$ cat src/hdl/tsnw_pkg.sv
// Shared constants, types and the radix-16 restoring divide step for the
// texture store / nearest-texel sampler. No dependencies.
`default_nettype none
package tsnw_pkg;

  localparam int unsigned MaxSide    = 256;
  localparam int unsigned MaxTexels  = 65536;
  localparam int unsigned FracBits   = 16;

  localparam int unsigned ChanW      = FracBits + 1;
  localparam int unsigned TexelW     = 3 * ChanW;
  localparam int unsigned AddrW      = $clog2(MaxTexels);
  localparam int unsigned SideW      = $clog2(MaxSide) + 1;
  localparam int unsigned PosW       = $clog2(MaxSide);
  localparam int unsigned ByteW      = 8;
  localparam int unsigned CoordW     = 32;
  localparam int unsigned ScaledW    = CoordW + SideW;
  localparam int unsigned MagW       = ScaledW - 1 - FracBits;
  localparam int unsigned DigitBits  = 4;
  localparam int unsigned NormSteps  = FracBits / DigitBits;
  localparam int unsigned WrapSteps  = MagW / DigitBits;
  localparam int unsigned NormCntW   = $clog2(NormSteps);
  localparam int unsigned WrapCntW   = $clog2(WrapSteps);

  localparam int unsigned InDataW    = 3 * ByteW + 2 * CoordW;
  localparam int unsigned OutDataW   = ((TexelW + 7) / 8) * 8;

  localparam int unsigned CfgIdxW    = 2;
  localparam int unsigned CfgDataW   = SideW;

  localparam logic [CfgIdxW-1:0] CfgTexWidth  = CfgIdxW'(0);
  localparam logic [CfgIdxW-1:0] CfgTexHeight = CfgIdxW'(1);
  localparam logic [CfgIdxW-1:0] CfgMaxValue  = CfgIdxW'(2);

  localparam logic CmdLoad   = 1'b0;
  localparam logic CmdSample = 1'b1;

  localparam logic [ChanW-1:0] ChanOne = ChanW'(1) << FracBits;

  typedef enum logic [2:0] {
    ST_IDLE,
    ST_LOAD_DIV,
    ST_SMP_MUL,
    ST_SMP_WRAP,
    ST_SMP_MOD,
    ST_SMP_ADDR,
    ST_SMP_READ,
    ST_SMP_OUT
  } tsnw_state_e;

  typedef struct packed {
    logic [DigitBits-1:0] quo;
    logic [SideW-1:0]     rem;
  } div_step_t;

  // Four restoring steps; rem must be below dvs on entry.
  function automatic div_step_t div_step(logic [SideW-1:0] rem,
                                         logic [DigitBits-1:0] bits,
                                         logic [SideW-1:0] dvs);
    div_step_t        r;
    logic [SideW:0]   t;
    logic [SideW-1:0] cur;
    cur = rem;
    r.quo = '0;
    for (int i = DigitBits - 1; i >= 0; i--) begin
      t = {cur, bits[i]};
      if (t >= {1'b0, dvs}) begin
        t = t - {1'b0, dvs};
        r.quo[i] = 1'b1;
      end
      cur = t[SideW-1:0];
    end
    r.rem = cur;
    return r;
  endfunction

endpackage
`default_nettype wire

$ cat src/hdl/tsnw_wrap.sv
// Coordinate wrap: |scaled| >> FracBits modulo the side, both axes in
// parallel, four bits per cycle, then a sign repair. Uses tsnw_pkg.
`default_nettype none
module tsnw_wrap import tsnw_pkg::*; (
  input  wire logic                      clk_i,
  input  wire logic                      rst_ni,
  input  wire logic                      start_i,
  input  wire logic signed [ScaledW-1:0] sx_i,
  input  wire logic signed [ScaledW-1:0] sy_i,
  input  wire logic [SideW-1:0]          w_i,
  input  wire logic [SideW-1:0]          h_i,
  output logic                           done_o,
  output logic [PosW-1:0]                x_o,
  output logic [PosW-1:0]                y_o
);

  logic                busy_q, done_q;
  logic [WrapCntW-1:0] cnt_q;
  logic [MagW-1:0]     mag_q [2];
  logic [SideW-1:0]    rem_q [2];
  logic [SideW-1:0]    dvs_q [2];
  logic                neg_q [2];
  logic [ScaledW-1:0]  absv  [2];
  logic signed [ScaledW-1:0] sv [2];
  div_step_t           stp   [2];
  logic [SideW-1:0]    res   [2];

  assign sv[0] = sx_i;
  assign sv[1] = sy_i;

  always_comb begin
    for (int a = 0; a < 2; a++) begin
      absv[a] = sv[a][ScaledW-1] ? ScaledW'(-sv[a]) : ScaledW'(sv[a]);
      stp[a]  = div_step(rem_q[a], mag_q[a][MagW-1 -: DigitBits], dvs_q[a]);
      res[a]  = (neg_q[a] && rem_q[a] != '0) ? dvs_q[a] - rem_q[a] : rem_q[a];
    end
  end

  always_ff @(posedge clk_i or negedge rst_ni) begin
    if (!rst_ni) begin
      busy_q <= 1'b0;
      done_q <= 1'b0;
      cnt_q  <= '0;
    end else begin
      done_q <= 1'b0;
      if (start_i) begin
        busy_q <= 1'b1;
        cnt_q  <= '0;
      end else if (busy_q) begin
        cnt_q <= cnt_q + WrapCntW'(1);
        if (cnt_q == WrapCntW'(WrapSteps - 1)) begin
          busy_q <= 1'b0;
          done_q <= 1'b1;
        end
      end
    end
  end

  always_ff @(posedge clk_i) begin
    if (start_i) begin
      dvs_q[0] <= w_i;
      dvs_q[1] <= h_i;
      for (int a = 0; a < 2; a++) begin
        mag_q[a] <= absv[a][FracBits +: MagW];
        neg_q[a] <= sv[a][ScaledW-1];
        rem_q[a] <= '0;
      end
    end else if (busy_q) begin
      for (int a = 0; a < 2; a++) begin
        mag_q[a] <= mag_q[a] << DigitBits;
        rem_q[a] <= stp[a].rem;
      end
    end
  end

  assign done_o = done_q;
  assign x_o    = res[0][PosW-1:0];
  assign y_o    = res[1][PosW-1:0];

endmodule
`default_nettype wire

$ cat config.mk
export PLATFORM = sky130hd
export DESIGN_NAME = tsnw_wrap
export DESIGN_NICKNAME = d
export VERILOG_FILES = /design/src/hdl/tsnw_pkg.sv /design/src/hdl/tsnw_wrap.sv
export SDC_FILE = /design/constraint.sdc
export NUM_CORES = 1
export LEC_CHECK = 0
export ABC_AREA = 1
export BUFFER_PORTS_ARGS = -buffer_cell sky130_fd_sc_hd__buf_2
export CAP_MARGIN = 20
export CORE_MARGIN = 1
export CORE_UTILIZATION = 55
export CTS_CLUSTER_DIAMETER = 50
export DETAILED_ROUTE_END_ITERATION = 6
export PLACE_DENSITY = 0.89
export RECOVER_POWER = 50
export SYNTH_ARGS = -nofsm -noshare
export SYNTH_HDL_FRONTEND = slang
export SYNTH_SLANG_ARGS = --single-unit
$ cat constraint.sdc
create_clock -name clk_i -period 7 [get_ports clk_i]
set_clock_uncertainty 0.1 [all_clocks]
set_input_delay 0.35 -clock clk_i [delete_from_list [all_inputs] [get_ports clk_i]]
set_output_delay 0.35 -clock clk_i [all_outputs]
set_load 0.1 [all_outputs]
==> results of run 1 <==
-- metrics by stage --
step / instances / instance area, µm² / hold WS [ns]
after floorplan: 1402 / 9867 / -0.04559
after global placement: 1862 / 11680 / 0.06807
after detailed placement: 1862 / 11680 / 0.07367
after CTS: 1881 / 11990 / 0.06406
after global routing: 1890 / 12320 / 0.06815
final: 1891 / 12320 / 0.07653
-- final cells by class --
type	count	area share, %
multi-input cells	1079	52.67
flip-flops and latches	91	21.98
repair buffers	275	14.49
inverters	204	6.298
well taps	225	2.285
clock buffers	10	1.859
clock inverters	6	0.3961
diodes	1	0.02031
-- sequential cells by signal, indices dropped and copies added (netlist names) --
name    cells
busy_q      1
cnt_q       3
done_o      1
dvs_q      18
mag_q      48
neg_q       2
rem_q      18
-- cells by family after synthesis --
logic type,Yosys count
AND/OR/NAND/NOR,694
buffers and inverters,233
AO/OA/AOI/OAI,212
flip-flops,91
XOR/XNOR,74
adder cells (fa/ha/maj),98
-- cell usage after synthesis, drive strengths merged (2+ instances only) --
library cell / count / area (µm²)
o211ai: 3 / 22.52
nand3b: 9 / 67.56
nand4: 22 / 137.6
o31ai: 7 / 52.55
xnor2: 26 / 227.7
nor3: 21 / 116.4
fa: 10 / 200.2
buf: 12 / 112.6
a21oi: 72 / 375.4
xor2: 48 / 420.4
o21bai: 6 / 45.04
and3: 2 / 12.51
nand2: 401 / 1553
nand3: 83 / 498.0
ha: 88 / 1101
a31oi: 8 / 50.05
nor4: 13 / 81.33
o21ai: 101 / 531.8
inv: 204 / 765.7
o22ai: 5 / 31.28
clkbuf: 17 / 63.81
or2: 8 / 50.05
dfrtp: 5 / 125.1
edfxtp: 86 / 2582
a21o: 3 / 22.52
a21boi: 2 / 15.01
nor2: 133 / 549.3
-- how the worst max path moves through the flow --
stage                      start      endpoint  slack [ns]  cells past startpoint
CTS                  rem_q[0][4]   rem_q[0][4]        0.09                     43
detailed placement  mag_q[0][47]  rem_q[0][17]       -0.29                     43
floorplan           dvs_q[0][10]  rem_q[0][11]        0.33                     44
finish              dvs_q[0][15]  rem_q[0][17]        0.09                     42
global route        dvs_q[0][13]  rem_q[0][16]       -0.22                     46
global placement    mag_q[0][47]  rem_q[0][17]       -0.16                     41
-- per-layer routing --
metal	vias to the layer above	wire (µm)
li1	5128	-
met1	4754	11900
met2	437	13700
met3	63	2272
met4	2	756
met5	-	13
-- cell usage in the layout, fill, tap and decap left out, types with 26 or more instances in the layout --
cell	netlist	routed
nor2_1	123	122
edfxtp_1	86	86
nand2_1	386	385
nand3_1	71	70
inv_1	200	199
buf_4	1	152
a21oi_1	68	59
ha_1	88	81
xor2_1	48	48
xnor2_1	26	26
o21ai_0	81	70
buf_2	3	113
-- what timing repair did --
| item | 4_1_cts | 5_1_grt |
|---|---|---|
| setup buffers | 2 | 7 |
| cloned | 0 | 1 |
| resized for setup | 8 | 58 |
| hold buffers | 1 | 0 |
| pin swaps | 2 | 19 |
| setup endpoints to repair | 9 | 18 |
| hold endpoints to repair | 5 | 0 |
-- critical path, delay by kind of cell, from the launching register on --
family	cells	cell delay, ns
flops	1	0.38
simple gates	20	2.28
buf+inv	7	0.66
compound gates	11	1.97
fa+ha+maj	4	1.30
==> key figures, run 1 <==
Outcome
  • Status: finished with violations
  • Failing checks: capacitance limit, slew limit

Finish
  • Fillers: 1,334
  • Post-route core utilization: 70.73%
  • Final net count: 1,861
  • Share of cells above drive strength 1: 22.82%
  • FF+latch area: between 0.002 and 0.003 mm²
  • Area growth syn-to-layout: 24.84%
  • Footprint of the multi-input gates: between 0.006 and 0.007 mm²

STA
  • Final setup viols: 0
  • Final hold viol count: 0
  • Final period utilization: between 90% and 100%
  • Max Slew Vio Count: 25
  • Worst Slack Setup Final: 0.08805 ns
  • RSZ-0062 raised after global routing: yes
  • F_max: ~0.14 GHz
  • Worst slew pin tran: 1.564 ns
  • Slew Limit Headroom: -4.277%
  • TNS Setup: 0 ns
  • Final Critical Period: 6.912 ns

Floorplanning
  • Die width: 135.9 µm
  • Site Rows: 48
  • Initial core utilization: 56.65%
  • Core ar.: about 0.017 mm²
  • Die ar.: 0.01848 mm²
  • I/O pins: 120
  • Die height: 135.9 µm

Worst setup path
  • Max incr delay on CP: roughly 0.41 ns
  • R2r setup slk: 0.09 ns
  • Worst R2R End: rem_q[0][17]
  • Crit-path slowest cell: o21ai_0
  • Crit path DAT: a little under 7 ns
  • Worst path required time: 7.01 ns
  • Worst r2r path cells: 42
  • R2r startpoint: dvs_q[0][15]
  • Worst Path Class, Setup: reg2reg
  • Startpoint types: flop
  • Crit-path most repeated cell: nand2_1
  • Max FO, Critical Path: 11
  • Critical Path Sink Type: flop

Global route
  • Initial antenna violation count: 2
  • GR peak layer: met2
  • GR Util met1: a little under two fifths
  • Total GRT Usage: slightly above 30%
  • Vias in the first global route: just under 10,000
  • Met3 GRT Util: 6.637%
  • Grt total ovfl: 0
  • Largest net degree at the start of global routing: 77
  • GR Util met2: 53.32%
  • First-pass GRT wire length: ~44,000 µm

Job
  • Max-Cap Viols: 1

Logic synthesis
  • Main combinational cell family by area after synthesis: simple AND/OR/NAND/NOR gates
  • Post-synthesis adder-cell area fraction: 13.19%
  • Yosys warns: 0
  • Post-synthesis mux area share: 0%
  • Synth unique cells: 48
  • Mapped Cells: 1,402
  • Synth Area in Simple Gates: 31.21%
  • Post-synth EDFFs: 86
  • Register area share after synthesis: a little over a quarter
  • Mapped Area: 0.009867 mm²
  • Xor-xnor portion of the synthesized cell area: under 10%
  • FF+latch count, synth: 91
  • Dominant synthesized flop cell: edfxtp_1
  • Post-synth ARST share: 5.495%
  • Mapped Avg Cell Area: 7.038 µm²
  • Compound-Gate Fraction of Synth Area: 12.05%
  • Syn nets: 1,603

Routing
  • DR vias: 10,380
  • Total wire length: 28,650 µm
  • DRC: 0
  • Initial DRC Count: ~860
  • Vias per cell: 5.491
  • Post-detailed-route wirelength per cell: around 15 µm
  • Post-DRT Antenna Nets: 0
  • Pre-antenna DRT Iters: 5

Clocking
  • Worst skew pair latency: 0.35 ns
  • CTS tree: built
  • Clock Path Buffers: 2
  • CTS sink cnt: between 90 and 100
  • Root Driver: clkbuf_16
  • H-tree depth: 3
  • TritonCTS buffer count: 9
  • Clk slew on worst S/H paths: 0.07 ns

Min path
  • Hold Crit Start: h_i[0]
  • WHS Path Cells: 1
  • Worst hold-check path type: in2reg
  • WHS Endpoint: dvs_q[0][9]

Place
  • GPL Wtd Cong: 0.9811
  • Pre-CTS setup slack: -0.2851 ns
  • HPWL Detailed: 22,210 µm
  • PortBufs: 119
Power of run 1 is left out: the tool's default activity adds up to more than one toggle a clock period on the data nets, which glitch-free logic cannot reach.
==> inputs of run 2 (changes only) <==
--- a/config.mk
+++ b/config.mk
@@ -8,11 +8,12 @@
 export ABC_AREA = 1
 export BUFFER_PORTS_ARGS = -buffer_cell sky130_fd_sc_hd__buf_2
 export CAP_MARGIN = 20
+export CORE_ASPECT_RATIO = 0.8
 export CORE_MARGIN = 1
 export CORE_UTILIZATION = 55
 export CTS_CLUSTER_DIAMETER = 50
 export DETAILED_ROUTE_END_ITERATION = 6
-export PLACE_DENSITY = 0.89
+export PLACE_DENSITY = 0.79
 export RECOVER_POWER = 50
 export SYNTH_ARGS = -nofsm -noshare
 export SYNTH_HDL_FRONTEND = slang
==> run 2 against run 1 <==
  * The run ends with DRC, capacitance limit, slew limit left
  * Design area fell by 0.34%
  * Sequential share of layout area rose by 0.074 points
  * First-iteration DRC count fell by 6.6%
  * Critical path type unchanged
  * Largest cell class unchanged
==> key figures, run 2 (synthesized netlist as in run 1, its figures left out) <==
Finish
  • Diode count: 0 (was 1)
  • Biggest regs: mag_q (48), dvs_q (18), rem_q (18) (unchanged)
  • Final net count: 1,846 (was 1,861)
  • Share of cells above drive strength 1: 23.39% (was 22.82%)
  • Post-route core utilization: 70.43% (was 70.73%)
  • Commonest non-fill, non-tap cell in the layout: nand2_1 (unchanged)
  • Commonest cells after routing, fill and taps aside: nand2_1 (378), inv_1 (194), buf_4 (134) (was nand2_1 (385), inv_1 (199), buf_4 (152))
  • Top reg by flops: mag_q (unchanged)
  • Area growth syn-to-layout: 24.42% (was 24.84%)
  • Number of flip-flops under the largest register name: 48 (unchanged)
  • Layout Cells excl Fill: 1,875 (was 1,891)

Worst setup path
  • Max FO, Critical Path: 11 (unchanged)
  • Startpoint types: flop (unchanged)
  • Worst r2r path cells: 45 (was 42)
  • Worst Path Class, Setup: reg2reg (unchanged)
  • CP Launch Point: mag_q[0][47] (was dvs_q[0][15])
  • Crit-path most repeated cell: nand2_1 (unchanged)
  • Crit-path slowest cell: edfxtp_1 (was o21ai_0)
  • Crit path DAT: 6.72 ns (was 6.92 ns)
  • Max incr delay on CP: 0.42 ns (was 0.41 ns)
  • CP Capture Point: rem_q[0][16] (was rem_q[0][17])
  • Worst R2R End: rem_q[0][16] (was rem_q[0][17])
  • R2r setup slk: 0.28 ns (was 0.09 ns)
  • Worst path required time: 7.01 ns (about the same)
  • Critical Path Sink Type: flop (unchanged)
  • R2r startpoint: mag_q[0][47] (was dvs_q[0][15])

STA
  • Final period utilization: 95.93% (was 98.74%)
  • Max Slew Vio Count: 83 (was 25)
  • Slew Limit Headroom: -104.4% (was -4.277%)
  • Worst slew pin tran: 3.066 ns (was 1.564 ns)
  • Final Critical Period: 6.715 ns (was 6.912 ns)
  • Worst Slack Setup Final: 0.2849 ns (was 0.08805 ns)
  • TNS Setup: 0 ns (unchanged)
  • Final hold viol count: 0 (unchanged)
  • Final setup viols: 0 (unchanged)
  • F_max: 0.1489 GHz (was 0.1447 GHz)

Place
  • GPL Wtd Cong: 0.9988 (was 0.9811)
  • Placed Cells: 1,835 (was 1,862)
  • PortBufs: 119 (unchanged)
  • HPWL Detailed: 21,730 µm (was 22,210 µm)
  • Pre-CTS setup slack: -0.5741 ns (was -0.2851 ns)

Outcome
  • Failing checks: DRC, capacitance limit, slew limit (was capacitance limit, slew limit)
  • Status: finished with violations (unchanged)

Job
  • Max-Cap Viols: 2 (was 1)

Global route
  • Initial antenna violation count: 0 (was 2)
  • Largest net degree at the start of global routing: 78 (was 77)
  • Grt total ovfl: 0 (unchanged)
  • Total GRT Usage: 30.67% (was 30.40%)
  • First-pass GRT wire length: 44,000 µm (was 44,390 µm)
  • Vias in the first global route: 9,427 (was 9,829)

Floorplanning
  • Core ar.: 0.01743 mm² (was 0.01742 mm²)
  • Site Rows: 43 (was 48)
  • Die height: 121.8 µm (was 135.9 µm)
  • Die ar.: 0.01848 mm² (about the same)
  • Initial core utilization: 56.60% (was 56.65%)
  • Die width: 151.8 µm (was 135.9 µm)
  • I/O pins: 120 (unchanged)

Routing
  • Post-DRT Antenna Nets: 0 (unchanged)
  • Initial DRC Count: 804 (was 861)
  • Post-detailed-route wirelength per cell: 15.32 µm (was 15.15 µm)
  • DRC: 3 (was 0)
  • DR vias: 10,340 (was 10,380)
  • Total wire length: 28,730 µm (was 28,650 µm)
  • Vias per cell: 5.516 (was 5.491)
  • Pre-antenna DRT Iters: 7 (was 5)

Clocking
  • Clk slew on worst S/H paths: 0.08 ns (was 0.07 ns)
  • H-tree depth: 3 (unchanged)
  • CTS tree: built (unchanged)
  • TritonCTS buffer count: 9 (unchanged)
  • Root Driver: clkbuf_16 (unchanged)
  • Worst skew pair latency: 0.37 ns (was 0.35 ns)
  • CTS sink cnt: 91 (unchanged)
  • Clock Path Buffers: 2 (unchanged)

Min path
  • Worst hold-check path type: in2reg (unchanged)
run 2: what timing repair did:
| action | 4_1_cts | 5_1_grt |
|---|---|---|
| cloned | 0 | 4 |
| gates resized for setup | 13 | 81 |
| pin swaps | 0 | 28 |
| hold buffers | 1 | 0 |
| endpoints found under the hold margin | 5 | 0 |
| setup endpoints to repair | 9 | 18 |
| buffers inserted | 0 | 19 |
run 2: through the flow:
stage               instance area, µm²  hold slack, ns
CTS                              11810         0.05066
floorplan                         9867        -0.04559
finish                           12280         0.05600
detailed placement               11460         0.07486
global route                     12280         0.05023
global placement                 11460         0.06853
run 2: area by class of cell:
cell class	instances	area [µm²]
Sequential cell	91	2708
Inverter	204	775.7
Clock inverter	7	86.33
Clock buffer	9	225.2
Fill cell	1394	5155
Multi-Input combinational cell	1082	6576
Timing Repair Buffer	257	1624
Tap cell	225	281.5
run 2: critical path: cells and delay by family (launching register included):
| family | cells | cell delay (ns) |
|---|---|---|
| buf+inv | 8 | 0.73 |
| flops | 1 | 0.42 |
| compound gates | 11 | 1.49 |
| simple gates | 21 | 2.22 |
| fa+ha+maj | 5 | 1.50 |
run 2: layer usage:
layer	global-route usage [%]	wire length, µm	vias to the layer above
met5	0	0	-
met4	8.354	567	0
met3	5.880	2632	58
met2	48.21	12870	482
met1	42.95	12660	4682
li1	-	-	5120
run 2: worst min-delay path by stage:
stage,cells past startpoint,start,endpoint,slack (ns)
after floorplan,0,rst_ni,busy_q,-0.05
after global routing,1,w_i[3],dvs_q[0][3],0.05
after CTS,1,w_i[8],dvs_q[0][8],0.05
final,1,w_i[6],dvs_q[0][6],0.06
after global placement,1,rst_ni,done_o,0.07
after detailed placement,1,rst_ni,done_o,0.07
Power of run 2 is left out for the same reason.
==> inputs of run 3 (changes only) <==
--- a/config.mk
+++ b/config.mk
@@ -8,12 +8,14 @@
 export ABC_AREA = 1
 export BUFFER_PORTS_ARGS = -buffer_cell sky130_fd_sc_hd__buf_2
 export CAP_MARGIN = 20
+export CELL_PAD_IN_SITES_DETAIL_PLACEMENT = 2
+export CELL_PAD_IN_SITES_GLOBAL_PLACEMENT = 2
 export CORE_ASPECT_RATIO = 0.8
 export CORE_MARGIN = 1
-export CORE_UTILIZATION = 55
+export CORE_UTILIZATION = 31
 export CTS_CLUSTER_DIAMETER = 50
 export DETAILED_ROUTE_END_ITERATION = 6
-export PLACE_DENSITY = 0.79
+export PLACE_DENSITY_LB_ADDON = 0.1
 export RECOVER_POWER = 50
 export SYNTH_ARGS = -nofsm -noshare
 export SYNTH_HDL_FRONTEND = slang
==> run 3 against run 2 <==
  * The run ends with capacitance limit, slew limit, setup timing left
  * Die area is 76% higher
  * Clock-buffer cell count stayed put
  * Via count is 9.3% higher
  * Global-route usage is 6.1 points lower
  * Largest cell class unchanged
==> key figures, run 3 (synthesized netlist as in run 1, its figures left out) <==
Outcome
  • Status: finished with violations (unchanged)
  • Failing checks: capacitance limit, slew limit, setup timing (was DRC, capacitance limit, slew limit)

Finish
  • Top reg by flops: mag_q (unchanged)
  • Commonest non-fill, non-tap cell in the layout: nand2_1 (unchanged)
  • Number of flip-flops under the largest register name: 48 (unchanged)
  • FF+latch area: 0.002708 mm² (unchanged)
  • Final net count: 1,928 (was 1,846)
  • Biggest regs: mag_q (48), dvs_q (18), rem_q (18) (unchanged)
  • Layout Cells excl Fill: 2,152 (was 1,875)
  • Footprint of the multi-input gates: 0.007012 mm² (was 0.006576 mm²)
  • Fillers: 3,684 (was 1,394)
  • Area growth syn-to-layout: 38.44% (was 24.42%)
  • Commonest cells after routing, fill and taps aside: nand2_1 (363), buf_4 (213), inv_1 (193) (was nand2_1 (378), inv_1 (194), buf_4 (134))
  • Post-Layout Inst Area: 0.01366 mm² (was 0.01228 mm²)
  • Share of cells above drive strength 1: 30.43% (was 23.39%)
  • Diode count: 0 (unchanged)

Worst setup path
  • Startpoint types: flop (unchanged)
  • Buffers plus inverters on the worst setup path: 10 (was 8)
  • Max incr delay on CP: 0.46 ns (was 0.42 ns)
  • Crit-path most repeated cell: nand2_1 (unchanged)
  • Crit-path slowest cell: edfxtp_1 (unchanged)
  • Critical Path Sink Type: flop (unchanged)
  • Worst Path Class, Setup: reg2reg (unchanged)
  • Crit path max-delay family: simple AND/OR/NAND/NOR gates (unchanged)
  • Crit path DAT: 7.44 ns (was 6.72 ns)
  • Max FO, Critical Path: 6 (was 11)
  • Worst path required time: 7.00 ns (was 7.01 ns)

Floorplanning
  • Site Rows: 58 (was 43)
  • Die width: 201.5 µm (was 151.8 µm)
  • Die ar.: 0.03255 mm² (was 0.01848 mm²)
  • Initial core utilization: 31.47% (was 56.60%)
  • Core ar.: 0.03135 mm² (was 0.01743 mm²)
  • Die height: 161.6 µm (was 121.8 µm)
  • I/O pins: 120 (unchanged)

Clocking
  • Clock Path Buffers: 2 (unchanged)
  • Worst skew pair latency: 0.37 ns (about the same)
  • CTS tree: built (unchanged)
  • Clk slew on worst S/H paths: 0.08 ns (about the same)
  • TritonCTS buffer count: 9 (unchanged)
  • Root Driver: clkbuf_16 (unchanged)
  • CTS sink cnt: 91 (unchanged)
  • H-tree depth: 3 (unchanged)

STA
  • Final period utilization: 106.2% (was 95.93%)
  • Final Critical Period: 7.436 ns (was 6.715 ns)
  • Final setup viols: 18 (was 0)
  • Worst Slack Setup Final: -0.4357 ns (was 0.2849 ns)
  • Max Slew Vio Count: 25 (was 83)
  • Worst slew pin tran: 2.081 ns (was 3.066 ns)
  • F_max: 0.1345 GHz (was 0.1489 GHz)
  • Final hold viol count: 0 (unchanged)
  • Slew Limit Headroom: -38.73% (was -104.4%)

Place
  • GPL Wtd Cong: 0.8540 (was 0.9988)
  • Placed Cells: 2,094 (was 1,835)
  • PortBufs: 119 (unchanged)
  • HPWL Detailed: 32,100 µm (was 21,730 µm)
  • Placed cell area: 0.01219 mm² (was 0.01146 mm²)

Global route
  • Vias in the first global route: 11,530 (was 9,427)
  • First-pass GRT wire length: 62,510 µm (was 44,000 µm)
  • Initial antenna violation count: 2 (was 0)
  • Total GRT Usage: 24.56% (was 30.67%)
  • Largest net degree at the start of global routing: 77 (was 78)
  • Grt total ovfl: 0 (unchanged)

Min path
  • Worst hold-check path type: in2reg (unchanged)

Routing
  • Total wire length: 48,030 µm (was 28,730 µm)
  • Initial DRC Count: 684 (was 804)
  • DRC: 0 (was 3)
  • Post-DRT Antenna Nets: 0 (unchanged)
  • Post-detailed-route wirelength per cell: 22.32 µm (was 15.32 µm)
  • Pre-antenna DRT Iters: 4 (was 7)
  • DR vias: 11,310 (was 10,340)
  • Vias per cell: 5.255 (was 5.516)

Job
  • Max-Cap Viols: 1 (was 2)
run 3: area by class of cell:
class                           instances  share of cell area, %
Inverter                              204                  5.734
Tap cell                              420                  3.847
Multi-Input combinational cell       1081                  51.33
Timing Repair Buffer                  340                  16.63
Sequential cell                        91                  19.82
Clock inverter                          7                 0.9801
Clock buffer                            9                  1.649
run 3: per-layer routing:
metal  vias up  wire length [µm]  global-route usage (%)
met5         -                15                       0
met3        75              1898                   3.571
li1       5275                 -                       -
met2       295             23340                   40.66
met1      5661             21730                   33.78
met4         2              1038                   5.303
run 3: path summary, 6_finish.rpt:
kind                         startpoint            to  slack (ns)  depth (start not counted)
min in group asynchronous        rst_ni        done_o        0.30                          2
min                              w_i[4]   dvs_q[0][4]        0.05                          1
max in group asynchronous        rst_ni      cnt_q[0]        6.24                          2
max reg2reg                rem_q[0][15]  rem_q[0][11]       -0.44                         44
min reg2reg                mag_q[0][36]  mag_q[0][40]        0.42                          2
max                        rem_q[0][15]  rem_q[0][11]       -0.44                         44
run 3: timing repair:
action | CTS | global route
hold buffers | 1 | 0
hold endpoints to repair | 5 | 0
buffers inserted | 13 | 25
setup endpoints to repair | 18 | 18
resized for setup | 50 | 132
pin swaps | 16 | 42
gates cloned | 0 | 3
run 3: stage by stage:
step           TNS, ns  hold WS (ns)  util, %  worst slack (ns)
6_report        -4.841       0.05405    43.57           -0.4357
4_1_cts              0       0.04105    40.93          0.003299
3_3_place_gp    -3.178       0.07860    38.87           -0.3780
2_1_floorplan        0      -0.04559        -            0.3299
3_5_place_dp    -5.764       0.08252    38.87           -0.5453
5_1_grt         -9.689       0.04626    43.57           -0.6769
Power of run 3 is left out for the same reason.
