## src/hdl/tsnw_pkg.sv

```systemverilog
// Shared constants, types and the radix-16 restoring divide step for the
// texture store / nearest-texel sampler. No dependencies.
`default_nettype none
package tsnw_pkg;

  localparam int unsigned MaxSide    = 256;
  localparam int unsigned MaxTexels  = 65536;
  localparam int unsigned FracBits   = 16;

  localparam int unsigned ChanW      = FracBits + 1;
  localparam int unsigned TexelW     = 3 * ChanW;
  localparam int unsigned AddrW      = $clog2(MaxTexels);
  localparam int unsigned SideW      = $clog2(MaxSide) + 1;
  localparam int unsigned PosW       = $clog2(MaxSide);
  localparam int unsigned ByteW      = 8;
  localparam int unsigned CoordW     = 32;
  localparam int unsigned ScaledW    = CoordW + SideW;
  localparam int unsigned MagW       = ScaledW - 1 - FracBits;
  localparam int unsigned DigitBits  = 4;
  localparam int unsigned NormSteps  = FracBits / DigitBits;
  localparam int unsigned WrapSteps  = MagW / DigitBits;
  localparam int unsigned NormCntW   = $clog2(NormSteps);
  localparam int unsigned WrapCntW   = $clog2(WrapSteps);

  localparam int unsigned InDataW    = 3 * ByteW + 2 * CoordW;
  localparam int unsigned OutDataW   = ((TexelW + 7) / 8) * 8;

  localparam int unsigned CfgIdxW    = 2;
  localparam int unsigned CfgDataW   = SideW;

  localparam logic [CfgIdxW-1:0] CfgTexWidth  = CfgIdxW'(0);
  localparam logic [CfgIdxW-1:0] CfgTexHeight = CfgIdxW'(1);
  localparam logic [CfgIdxW-1:0] CfgMaxValue  = CfgIdxW'(2);

  localparam logic CmdLoad   = 1'b0;
  localparam logic CmdSample = 1'b1;

  localparam logic [ChanW-1:0] ChanOne = ChanW'(1) << FracBits;

  typedef enum logic [2:0] {
    ST_IDLE,
    ST_LOAD_DIV,
    ST_SMP_MUL,
    ST_SMP_WRAP,
    ST_SMP_MOD,
    ST_SMP_ADDR,
    ST_SMP_READ,
    ST_SMP_OUT
  } tsnw_state_e;

  typedef struct packed {
    logic [DigitBits-1:0] quo;
    logic [SideW-1:0]     rem;
  } div_step_t;

  // Four restoring steps; rem must be below dvs on entry.
  function automatic div_step_t div_step(logic [SideW-1:0] rem,
                                         logic [DigitBits-1:0] bits,
                                         logic [SideW-1:0] dvs);
    div_step_t        r;
    logic [SideW:0]   t;
    logic [SideW-1:0] cur;
    cur = rem;
    r.quo = '0;
    for (int i = DigitBits - 1; i >= 0; i--) begin
      t = {cur, bits[i]};
      if (t >= {1'b0, dvs}) begin
        t = t - {1'b0, dvs};
        r.quo[i] = 1'b1;
      end
      cur = t[SideW-1:0];
    end
    r.rem = cur;
    return r;
  endfunction

endpackage
`default_nettype wire

```

## src/hdl/tsnw_norm.sv

```systemverilog
// Channel normalizer: (raw * 2^FracBits + m/2) / m saturated at 1.0,
// three channels in parallel, four quotient bits per cycle. Uses tsnw_pkg.
`default_nettype none
module tsnw_norm import tsnw_pkg::*; (
  input  wire logic              clk_i,
  input  wire logic              rst_ni,
  input  wire logic              start_i,
  input  wire logic [ByteW-1:0]  max_i,
  input  wire logic [ByteW-1:0]  red_i,
  input  wire logic [ByteW-1:0]  green_i,
  input  wire logic [ByteW-1:0]  blue_i,
  output logic                   done_o,
  output logic [TexelW-1:0]      texel_o
);

  logic                busy_q, done_q;
  logic [NormCntW-1:0] cnt_q;
  logic [SideW-1:0]    dvs_q;
  logic [FracBits-1:0] low_q;
  logic [SideW-1:0]    rem_q [3];
  logic [FracBits-1:0] quo_q [3];
  logic                sat_q [3];
  logic [ByteW-1:0]    m_eff;
  logic [ByteW-1:0]    raw [3];
  div_step_t           stp [3];
  logic [ChanW-1:0]    chan [3];

  assign m_eff  = (max_i == '0) ? ByteW'(1) : max_i;
  assign raw[0] = red_i;
  assign raw[1] = green_i;
  assign raw[2] = blue_i;

  always_comb begin
    for (int c = 0; c < 3; c++) begin
      stp[c]  = div_step(rem_q[c], low_q[FracBits-1 -: DigitBits], dvs_q);
      chan[c] = sat_q[c] ? ChanOne : {1'b0, quo_q[c]};
    end
  end

  always_ff @(posedge clk_i or negedge rst_ni) begin
    if (!rst_ni) begin
      busy_q <= 1'b0;
      done_q <= 1'b0;
      cnt_q  <= '0;
    end else begin
      done_q <= 1'b0;
      if (start_i) begin
        busy_q <= 1'b1;
        cnt_q  <= '0;
      end else if (busy_q) begin
        cnt_q <= cnt_q + NormCntW'(1);
        if (cnt_q == NormCntW'(NormSteps - 1)) begin
          busy_q <= 1'b0;
          done_q <= 1'b1;
        end
      end
    end
  end

  always_ff @(posedge clk_i) begin
    if (start_i) begin
      dvs_q <= {1'b0, m_eff};
      low_q <= FracBits'(m_eff >> 1);
      for (int c = 0; c < 3; c++) begin
        sat_q[c] <= raw[c] >= m_eff;
        rem_q[c] <= (raw[c] >= m_eff) ? '0 : {1'b0, raw[c]};
        quo_q[c] <= '0;
      end
    end else if (busy_q) begin
      low_q <= low_q << DigitBits;
      for (int c = 0; c < 3; c++) begin
        rem_q[c] <= stp[c].rem;
        quo_q[c] <= {quo_q[c][FracBits-DigitBits-1:0], stp[c].quo};
      end
    end
  end

  assign done_o  = done_q;
  assign texel_o = {chan[2], chan[1], chan[0]};

endmodule
`default_nettype wire

```

## config.mk

```make
export PLATFORM = sky130hd
export DESIGN_NAME = tsnw_norm
export DESIGN_NICKNAME = d
export VERILOG_FILES = /design/src/hdl/tsnw_pkg.sv /design/src/hdl/tsnw_norm.sv
export SDC_FILE = /design/constraint.sdc
export NUM_CORES = 1
export LEC_CHECK = 0
export BUFFER_PORTS_ARGS = -buffer_cell sky130_fd_sc_hd__buf_2
export CAP_MARGIN = 20
export CORE_MARGIN = 2
export CORE_UTILIZATION = 40
export CTS_BUF_LIST = sky130_fd_sc_hd__clkbuf_8
export CTS_CLUSTER_SIZE = 40
export DETAILED_ROUTE_END_ITERATION = 16
export MAX_ROUTING_LAYER = met4
export PLACE_DENSITY = 0.6
export SLEW_MARGIN = 20
export SYNTH_ARGS = -nofsm -noshare
export SYNTH_HDL_FRONTEND = slang
export SYNTH_SLANG_ARGS = --single-unit
export TNS_END_PERCENT = 100
```

## constraint.sdc

```tcl
create_clock -name clk_i -period 23.8 [get_ports clk_i]
set_input_delay 3.57 -clock clk_i [delete_from_list [all_inputs] [get_ports clk_i]]
set_output_delay 3.57 -clock clk_i [all_outputs]
set_load 0.005 [all_outputs]
```

==> insert_results.sql, run 1 <==
INSERT INTO impl_metrics (metric_group, metric, value, unit) VALUES
('grt', 'grt.overflow.total', '0', ''),
('critical_path', 'critical-path-max-stage-delay', '830', 'ps'),
('yosys', 'async_flop_share', '3.77', '%'),
('cts', 'post_cts_resized', '0', ''),
('critical_path', 'cp.arrival', '10510', 'ps'),
('grt', 'first_pass_grt_wire_length', '41200', 'um'),
('yosys', 'netlist_top_cells_count', '113 x ha_1, 93 x edfxtp_1, 83 x nor2_1', ''),
('placement', 'place_area', '0.0109', 'mm^2'),
('placement', 'buffer_ports.inserted', '86', ''),
('drt', 'route.detailed.vias_per_inst', '5.55', ''),
('cts', 'cts_made_buffers', '9', ''),
('yosys', 'yosysTopAreaCellShare', '27.5', '%'),
('timing', 'tns', '0', 'ps'),
('die', 'fp.dieArea', '0.0267', 'mm^2'),
('cts', 'worstSkewPairLatency', '400', 'ps'),
('drt', 'dr_total_vias', '8254', ''),
('drt', 'drtIter0Drc', '590', ''),
('yosys', 'yosys.area.top_type', 'edfxtp_1', ''),
('cells_and_area', 'drive_above_1_share', '14.5', '%'),
('run_status', 'status', 'finished, final reports clean', ''),
('timing', 'tcrit_tclk_final', '43.4', '%'),
('cells_and_area', 'antenna_cells', '0', ''),
('die', 'core_outline_area', '0.0250', 'mm^2'),
('yosys', 'synth_nets', '1243', ''),
('cells_and_area', 'fin_nets', '1312', ''),
('die', 'start_util', '40.6', '%'),
('yosys', 'synth.ff_latch_count', '106', ''),
('critical_path', 'setup.worst_path.class', 'register to register', ''),
('yosys', 'post_synth_instance_area', '0.0102', 'mm^2'),
('yosys', 'post_synth_main_area_contributors', 'edfxtp_1 27%, ha_1 14%, nor2b_1 4.2%', ''),
('yosys', 'ys_types', '74', ''),
('timing', 'finClkSkew', '21.6', 'ps'),
('critical_path', 'worst_path_most_repeated_cell', 'nor2_1', ''),
('yosys', 'number_of_enable_flip_flop_cells_after_synthesis', '93', ''),
('grt', 'number_of_global_route_vias_before_repair', '7726', ''),
('cts', 'tritoncts_clock_tree', 'built', ''),
('placement', 'gpl.final_weighted_congestion', '0.942', ''),
('timing', 'setup_viol', '0', ''),
('drt', 'routed_wire_length_per_instance', '17.8', 'um'),
('drt', 'drc', '0', ''),
('timing', 'setup_ws_post_layout', '13460', 'ps'),
('cts', 'ctsHoldBuffers', '0', ''),
('timing', 'timing.final.hold_violations', '0', ''),
('cells_and_area', 'areaGrowthSynthToFinish', '9.41', '%'),
('cts', 'tritoncts_num_sinks', '106', ''),
('die', 'placement_rows', '58', ''),
('critical_path', 'cp_max_fo', '15', ''),
('cts', 'number_of_buffers_inserted_to_repair_setup_after_cts', '0', ''),
('critical_path', 'critPathRequiredTime', '23970', 'ps'),
('critical_path', 'crit_path_max_delay_family', 'compound AO/OA/AOI/OAI gates', ''),
('hold_path', 'hp-class', 'register to register', ''),
('yosys', 'syn-mean-instance-area', '9.39', 'um^2'),
('timing', 'worst-slew-pin-transition', '1090', 'ps'),
('timing', 'final-max-slew-violation-count', '0', ''),
('cells_and_area', 'finalCoreUtilization', '44.4', '%'),
('cts', 'cts-root-to-sink-buffers', '2', ''),
('grt', 'global_route.usage.total', '20.4', '%'),
('grt', 'grt_antenna_before_repair', '0', ''),
('cells_and_area', 'post-route-cell-area', '0.0111', 'mm^2'),
('placement', 'detailedPlace.worstSlack', '13620', 'ps'),
('yosys', 'syn-instance-count', '1083', ''),
('yosys', 'synth_ff_type', 'edfxtp_1', ''),
('drt', 'wl', '26500', 'um'),
('flow_run', 'max-cap-violations', '0', ''),
('grt', 'grt_start_max_net_pins', '47', ''),
('yosys', 'most_frequent_cell_after_synthesis', 'ha_1', ''),
('die', 'io_pins', '87', ''),
('critical_path', 'cp_num_buf_inv', '3', ''),
('timing', 'grt_setup_unrepaired', 'no', ''),
('yosys', 'synth_seq_area_share', '30.2', '%'),
('cts', 'cts-root-buf', 'clkbuf_8', ''),
('timing', 'layout_min_cycle_time', '10340', 'ps'),
('critical_path', 'critical_path.startpoint_type', 'register', ''),
('critical_path', 'cell_with_the_largest_stage_delay_on_the_worst_path', 'a2111oi_4', ''),
('timing', 'maxSlewHeadroom', '27.1', '%'),
('cts', 'htreeDepth', '3', ''),
('yosys', 'synth-warning-count', '0', ''),
('placement', 'hpwl_detailed', '20200', 'um'),
('die', 'dieHeight', '163', 'um'),
('cts', 'clkSlewWorstSetupHoldPaths', '110', 'ps'),
('die', 'dieWidth', '163', 'um'),
('critical_path', 'cp-end-kind', 'register', ''),
('timing', 'max_freq', '96.7', 'MHz'),
('drt', 'route.antenna.remaining_nets', '0', ''),
('drt', 'first_pass_iters', '5', '');
[worst min-delay path: cells and delay by family (launching register included)]
kind / cells / cell delay [ps]
flops: 1 / 330
mux: 1 / 60
simple gates: 1 / 70
[cell families after synthesis]
group	synth area share [%]
AND/OR/NAND/NOR	18.0
AO/OA/AOI/OAI	18.7
adder cells (fa/ha/maj)	16.3
flip-flops	30.2
buffers and inverters	3.65
multiplexers	7.97
XOR/XNOR	5.17
[worst paths after layout]
check,start,to,slack (ps),depth (start not counted)
setup / recovery,low_q[15],rem_q[0][7],13460,34
hold / removal,low_q[6],low_q[10],500,2
setup reg to reg,low_q[15],rem_q[0][7],13460,34
hold reg to reg,low_q[6],low_q[10],500,2
max in group asynchronous,rst_ni,busy_q,20740,1
min in group asynchronous,rst_ni,cnt_q[0],2940,1
[final cells by class]
class,instances,area (um^2)
Timing Repair Buffer,98,520
Fill cell,2440,13900
Sequential cell,106,3070
Multi-Input combinational cell,884,6740
Clock buffer,9,124
Clock inverter,7,53.8
Inverter,53,199
Tap cell,330,413
[metal layers]
metal / part of all wire (%) / GRT usage [%]
met5: 0 / -
met4: 1.5 / 4.47
met3: 6.4 / 3.15
met2: 45 / 31.9
met1: 48 / 28.1
[flip-flops by register name, indices dropped and copies added, names as in the netlist]
register	cells
quo_q	48
rem_q	27
low_q	16
dvs_q	8
sat_q	3
cnt_q	2
busy_q	1
done_o	1
[layout by cell type, fill, tap and decap left out, drive strengths merged, types with 39 or more instances in the layout]
| cell | netlist | layout |
|---|---|---|
| edfxtp | 93 | 93 |
| nor2 | 85 | 85 |
| a21o | 45 | 45 |
| o21ai | 44 | 44 |
| and2 | 44 | 44 |
| xnor2 | 43 | 43 |
| ha | 113 | 113 |
| nor2b | 68 | 68 |
| nand2 | 56 | 56 |
| a21oi | 77 | 77 |
| buf | 10 | 98 |
| inv | 53 | 58 |
| mux2i | 39 | 39 |
[per-stage QoR]
step | hold slack (ps) | std cells
finish | 497 | 1487
global route | 532 | 1487
CTS | 496 | 1487
detailed placement | 474 | 1471
global placement | 465 | 1471
floorplan | 456 | 1083
Power of run 1 is not shown: default switching activity piles up to over one toggle a cycle in this logic, so the estimate is an artifact.
==> inputs of run 2 (changes only) <==
- clock period: 23.8 -> 10.8 ns (I/O delays scaled with it)
==> run 2 against run 1 <==
Compared with the run above: cell count grew 0.47%; clock skew hardly changed; register-to-register slack got worse by 12000 ps; critical path depth increased by 1; die area did not move; global-route usage is 0.73 points higher; sequential cell count is the same; worst setup slack lost 12000 ps; clock-buffer cell count stayed put; maximum frequency grew 5.3%; core utilization rose by 0.30 points; worst hold slack gained 5.6 ps; critical path type unchanged; highest routed layer unchanged.
==> insert_results.sql, run 2 (synthesis gave the netlist of run 1 again) <==
INSERT INTO impl_metrics (metric_group, metric, value, unit) VALUES
('cells_and_area', 'fillerInstances', '2459', ''),
('cells_and_area', 'leading_cell_type_in_the_layout_fill_and_taps_excluded', 'ha_1', ''),
('critical_path', 'critical_path.startpoint_type', 'register', ''),
('timing', 'maxSlewHeadroom', '28.6', '%'),
('cells_and_area', 'layout.cells.most_common_list', '113 x ha_1, 93 x edfxtp_1, 86 x buf_2', ''),
('critical_path', 'r2r_endpoint', 'rem_q[0][7]', ''),
('critical_path', 'rrSetupSlack', '980', 'ps'),
('flow_run', 'max-cap-violations', '0', ''),
('drt', 'drtIter0Drc', '542', ''),
('drt', 'routed_wire_length_per_instance', '18.1', 'um'),
('timing', 'max_freq', '102', 'MHz'),
('placement', 'hpwl_detailed', '20600', 'um'),
('placement', 'detailedPlace.worstSlack', '889', 'ps'),
('timing', 'setup_viol', '0', ''),
('critical_path', 'critPathRequiredTime', '10980', 'ps'),
('die', 'dieHeight', '163', 'um'),
('cells_and_area', 'max_reg_flops', '48', ''),
('timing', 'layout_min_cycle_time', '9820', 'ps'),
('drt', 'wl', '27100', 'um'),
('cells_and_area', 'reg_top3', 'quo_q (48), rem_q (27), low_q (16)', ''),
('timing', 'tcrit_tclk_final', '90.9', '%'),
('drt', 'dr_total_vias', '8306', ''),
('placement', 'gpl.final_weighted_congestion', '0.951', ''),
('cts', 'clkSlewWorstSetupHoldPaths', '120', 'ps'),
('placement', 'buffer_ports.inserted', '86', ''),
('hold_path', 'hp-class', 'register to register', ''),
('cells_and_area', 'antenna_cells', '0', ''),
('grt', 'grt_antenna_before_repair', '0', ''),
('die', 'dieWidth', '163', 'um'),
('timing', 'setup_ws_post_layout', '982', 'ps'),
('critical_path', 'worstRegToRegCells', '35', ''),
('timing', 'tns', '0', 'ps'),
('drt', 'route.detailed.vias_per_inst', '5.56', ''),
('grt', 'global_route.usage.total', '21.2', '%'),
('cells_and_area', 'largest_register', 'quo_q', ''),
('hold_path', 'timing.hold.worst.start', 'low_q[4]', ''),
('drt', 'route.antenna.remaining_nets', '0', ''),
('timing', 'finClkSkew', '21.5', 'ps'),
('cts', 'tritoncts_clock_tree', 'built', ''),
('die', 'core_outline_area', '0.0250', 'mm^2'),
('timing', 'final-max-slew-violation-count', '0', ''),
('critical_path', 'critical-path-max-stage-delay', '700', 'ps'),
('critical_path', 'setup.worst_path.class', 'register to register', ''),
('critical_path', 'r2r_start', 'low_q[15]', ''),
('hold_path', 'timing.hold.worst_path_depth', '2', ''),
('critical_path', 'cell_with_the_largest_stage_delay_on_the_worst_path', 'a221oi_1', ''),
('drt', 'drc', '0', ''),
('timing', 'timing.final.hold_violations', '0', ''),
('cts', 'cts-root-buf', 'clkbuf_8', ''),
('die', 'start_util', '40.6', '%'),
('cells_and_area', 'fin_nets', '1319', ''),
('timing', 'grt_setup_unrepaired', 'no', ''),
('cells_and_area', 'area_used_by_multi_input_combinational_logic', '0.00674', 'mm^2'),
('cells_and_area', 'sequential_cell_area', '0.00307', 'mm^2'),
('run_status', 'status', 'finished, final reports clean', ''),
('critical_path', 'worst_path_most_repeated_cell', 'nor2_1', ''),
('cts', 'cts-root-to-sink-buffers', '2', ''),
('cells_and_area', 'areaGrowthSynthToFinish', '10.2', '%'),
('grt', 'number_of_global_route_vias_before_repair', '7860', ''),
('critical_path', 'cp-end-kind', 'register', ''),
('hold_path', 'holdPathEnd', 'low_q[8]', ''),
('die', 'placement_rows', '58', ''),
('grt', 'first_pass_grt_wire_length', '42700', 'um'),
('drt', 'first_pass_iters', '5', ''),
('grt', 'grt.overflow.total', '0', ''),
('cts', 'worstSkewPairLatency', '410', 'ps'),
('timing', 'worst-slew-pin-transition', '1070', 'ps'),
('critical_path', 'cp_max_fo', '13', ''),
('die', 'fp.dieArea', '0.0267', 'mm^2'),
('grt', 'grt_start_max_net_pins', '77', ''),
('cts', 'cts_made_buffers', '9', ''),
('cells_and_area', 'drive_above_1_share', '15.1', '%'),
('cts', 'htreeDepth', '3', ''),
('die', 'io_pins', '87', ''),
('cts', 'tritoncts_num_sinks', '106', ''),
('critical_path', 'cp.arrival', '10000', 'ps');
==> run 2: cell count changes in the layout (fill, tap and decap cells not counted), sizes merged <==
cell    previous run  this run
buf               98       105
bufinv             0         1
inv               58        57
==> run 2: critical path, delay by kind of cell, from the launching register on <==
kind                     cells  cell delay [ps]
AO/OA/AOI/OAI               12             3680
adder cells (fa/ha/maj)      5             1870
buffers and inverters        4              730
flip-flops                   1              330
multiplexers                 4             1430
AND/OR/NAND/NOR             10             1570
==> run 2: layer usage <==
metal | vias up | share of wire [%] | GRT usage [%]
met4 | 0 | 1.6 | 4.91
met1 | 3874 | 49 | 30.1
met3 | 28 | 6.3 | 3.17
li1 | 4135 | - | -
met5 | - | 0 | -
met2 | 269 | 43 | 31.7
==> run 2: worst max-delay path by stage <==
| stage | endpoint | cells past startpoint | slack [ps] | start |
|---|---|---|---|---|
| CTS | rem_q[0][7] | 32 | 870 | dvs_q[1] |
| global placement | rem_q[0][7] | 32 | 1080 | dvs_q[1] |
| global route | rem_q[0][7] | 35 | 250 | low_q[15] |
| finish | rem_q[0][7] | 35 | 980 | low_q[15] |
| floorplan | rem_q[0][7] | 34 | 1620 | dvs_q[1] |
| detailed placement | rem_q[0][7] | 34 | 890 | low_q[15] |
==> run 2: layout make-up <==
cell class / instances / area share, %
clock inverter: 7 / 0.681
tap: 330 / 3.69
inverter: 53 / 1.78
timing repair buffer: 105 / 5.12
sequential: 106 / 27.4
clock buffer: 9 / 1.11
multi-input combinational: 884 / 60.2
==> run 2: stage by stage <==
stage	util (%)	hold slack, ps	cells	area, um^2
after detailed placement	43.8	476	1475	11000
after global routing	44.7	552	1494	11200
after CTS	44.6	514	1491	11200
after floorplan	-	456	1083	10200
after global placement	43.8	463	1475	11000
final	44.7	503	1494	11200
==> run 2: repair_timing <==
item                       CTS  global route
setup buffers                0             3
hold buffers                 0             0
setup endpoints to repair    0             8
resized for setup            0             0
Power of run 2 is left out for the same reason.
==> inputs of run 3 (changes only) <==
- clock period: 10.8 -> 9.4 ns (I/O delays scaled with it)
==> run 3 against run 2 <==
Compared with the run above: register-to-register slack lost 370 ps; critical path depth grew 1; first-iteration DRC count grew 44%; worst hold slack lost 9.9 ps; cell area grew 1.1%; maximum frequency grew 12%; die area is the same; sequential cell count is the same; cell count grew 0.94%; routed wire length grew 0.15%; via count grew 1.7%; clock-buffer cell count is the same.
==> insert_results.sql, run 3 (synthesis gave the netlist of run 1 again) <==
INSERT INTO impl_metrics (metric_group, metric, value, unit) VALUES
('cells_and_area', 'drive_above_1_share', '16.3', '%'),
('drt', 'wl', '27200', 'um'),
('placement', 'gpl.final_weighted_congestion', '0.941', ''),
('cells_and_area', 'leading_cell_type_in_the_layout_fill_and_taps_excluded', 'ha_1', ''),
('cts', 'tritoncts_num_sinks', '106', ''),
('die', 'core_outline_area', '0.0250', 'mm^2'),
('die', 'io_pins', '87', ''),
('cells_and_area', 'instances_no_fill', '1508', ''),
('grt', 'grt_antenna_before_repair', '0', ''),
('cts', 'htreeDepth', '3', ''),
('grt', 'first_pass_grt_wire_length', '42600', 'um'),
('critical_path', 'rrSetupSlack', '610', 'ps'),
('drt', 'maxUsedRoutingLayer', 'met4', ''),
('die', 'fp.dieArea', '0.0267', 'mm^2'),
('timing', 'max_freq', '114', 'MHz'),
('cts', 'tritoncts_clock_tree', 'built', ''),
('drt', 'route.antenna.remaining_nets', '0', ''),
('critical_path', 'critical-path-max-stage-delay', '460', 'ps'),
('hold_path', 'timing.hold.worst_path_depth', '2', ''),
('critical_path', 'setup.worst_path.class', 'register to register', ''),
('run_status', 'status', 'finished, final reports clean', ''),
('cts', 'cts-root-to-sink-buffers', '2', ''),
('cts', 'ctsHoldBuffers', '0', ''),
('cells_and_area', 'fillerInstances', '2414', ''),
('drt', 'routed-wl-met2', '11800', 'um'),
('critical_path', 'cp.arrival', '8890', 'ps'),
('cells_and_area', 'reg_top3', 'quo_q (48), rem_q (27), low_q (16)', ''),
('die', 'dieHeight', '163', 'um'),
('hold_path', 'hp-class', 'register to register', ''),
('timing', 'whs', '493', 'ps'),
('timing', 'timing.final.hold_violations', '0', ''),
('drt', 'met3_length', '1890', 'um'),
('cts', 'cts_made_buffers', '9', ''),
('grt', 'number_of_global_route_vias_before_repair', '7947', ''),
('timing', 'finClkSkew', '12.1', 'ps'),
('grt', 'global_route.usage.total', '21.1', '%'),
('timing', 'layout_min_cycle_time', '8790', 'ps'),
('flow_run', 'max-cap-violations', '0', ''),
('drt', 'route.detailed.vias_per_inst', '5.60', ''),
('die', 'start_util', '40.6', '%'),
('drt', 'drtIter0Drc', '780', ''),
('critical_path', 'worstRegToRegCells', '36', ''),
('drt', 'routed_wire_length_per_instance', '18.0', 'um'),
('cts', 'worstSkewPairLatency', '390', 'ps'),
('grt', 'grt_start_max_net_pins', '75', ''),
('cts', 'clkSlewWorstSetupHoldPaths', '110', 'ps'),
('timing', 'setup_viol', '0', ''),
('timing', 'tcrit_tclk_final', '93.5', '%'),
('critical_path', 'cp-end-kind', 'register', ''),
('cells_and_area', 'layout.cells.most_common_list', '113 x ha_1, 93 x edfxtp_1, 86 x buf_2', ''),
('timing', 'maxSlewHeadroom', '29.4', '%'),
('grt', 'grt.overflow.total', '0', ''),
('timing', 'final-max-slew-violation-count', '0', ''),
('hold_path', 'timing.hold.worst.start', 'low_q[4]', ''),
('cells_and_area', 'areaGrowthSynthToFinish', '11.3', '%'),
('critical_path', 'r2r_start', 'low_q[15]', ''),
('drt', 'first_pass_iters', '5', ''),
('critical_path', 'critical_path.startpoint_type', 'register', ''),
('cells_and_area', 'largest_register', 'quo_q', ''),
('cts', 'cts-root-buf', 'clkbuf_8', ''),
('placement', 'hpwl_detailed', '20700', 'um'),
('placement', 'buffer_ports.inserted', '86', ''),
('drt', 'drc', '0', ''),
('drt', 'met1_length', '13000', 'um'),
('cells_and_area', 'max_reg_flops', '48', ''),
('critical_path', 'cell_with_the_largest_stage_delay_on_the_worst_path', 'a2111oi_4', ''),
('placement', 'place.detailed.instances', '1483', ''),
('cells_and_area', 'antenna_cells', '0', ''),
('critical_path', 'critPathRequiredTime', '9500', 'ps'),
('die', 'placement_rows', '58', ''),
('timing', 'worst-slew-pin-transition', '1060', 'ps'),
('critical_path', 'cp_max_fo', '13', ''),
('die', 'dieWidth', '163', 'um'),
('hold_path', 'holdPathEnd', 'low_q[8]', ''),
('cells_and_area', 'fin_nets', '1333', ''),
('drt', 'dr_total_vias', '8449', ''),
('cells_and_area', 'finalCoreUtilization', '45.2', '%'),
('critical_path', 'r2r_endpoint', 'rem_q[0][0]', '');
-- run 3: cell count changes in the layout (fill, tap and decap cells not counted), sizes merged --
cell      before  now
buf          105  119
clkinv         2    4
inv           57   55
bufinv         1    0
clkinvlp       0    1
-- run 3: worst max path at each step --
stage / startpoint / to / slack, ps / cells after the start
after floorplan: dvs_q[1] / rem_q[0][7] / 220 / 34
after global placement: dvs_q[1] / rem_q[0][20] / 540 / 34
after detailed placement: low_q[15] / rem_q[0][0] / 340 / 35
after CTS: low_q[15] / rem_q[0][0] / 300 / 35
after global routing: low_q[15] / rem_q[0][4] / -130 / 36
final: low_q[15] / rem_q[0][0] / 610 / 36
-- run 3: critical path: cells and delay by family, from the launching register on --
kind,cells,cell delay (ps)
AND/OR/NAND/NOR,10,1390
adder cells (fa/ha/maj),5,1690
multiplexers,4,1150
AO/OA/AOI/OAI,12,2980
buffers and inverters,5,940
flip-flops,1,330
-- run 3: area by class of cell --
cell class / count / area [um^2] / share of cell area, %
Sequential cell: 106 / 3070 / 27.1
Timing Repair Buffer: 119 / 698 / 6.17
Clock buffer: 9 / 124 / 1.09
Multi-Input combinational cell: 884 / 6760 / 59.7
Clock inverter: 7 / 51.3 / 0.453
Inverter: 53 / 199 / 1.76
Tap cell: 330 / 413 / 3.65
-- run 3: per-stage QoR --
step	setup slack (ps)	TNS, ps	instance area (um^2)
after floorplan	225	0	10200
after global placement	538	0	11000
after detailed placement	335	0	11000
after CTS	301	0	11200
after global routing	-125	-673	11300
final	608	0	11300
-- run 3: per-layer routing --
metal / global-route usage [%] / up-vias
met4: 5.07 / 0
met3: 2.31 / 40
met1: 30.0 / 3984
li1: - / 4155
met2: 32.0 / 270
met5: - / -
-- run 3: repair_timing --
action	CTS	global route
gates resized for setup	0	3
setup buffers	0	8
setup endpoints to repair	0	19
Power of run 3 is left out for the same reason.
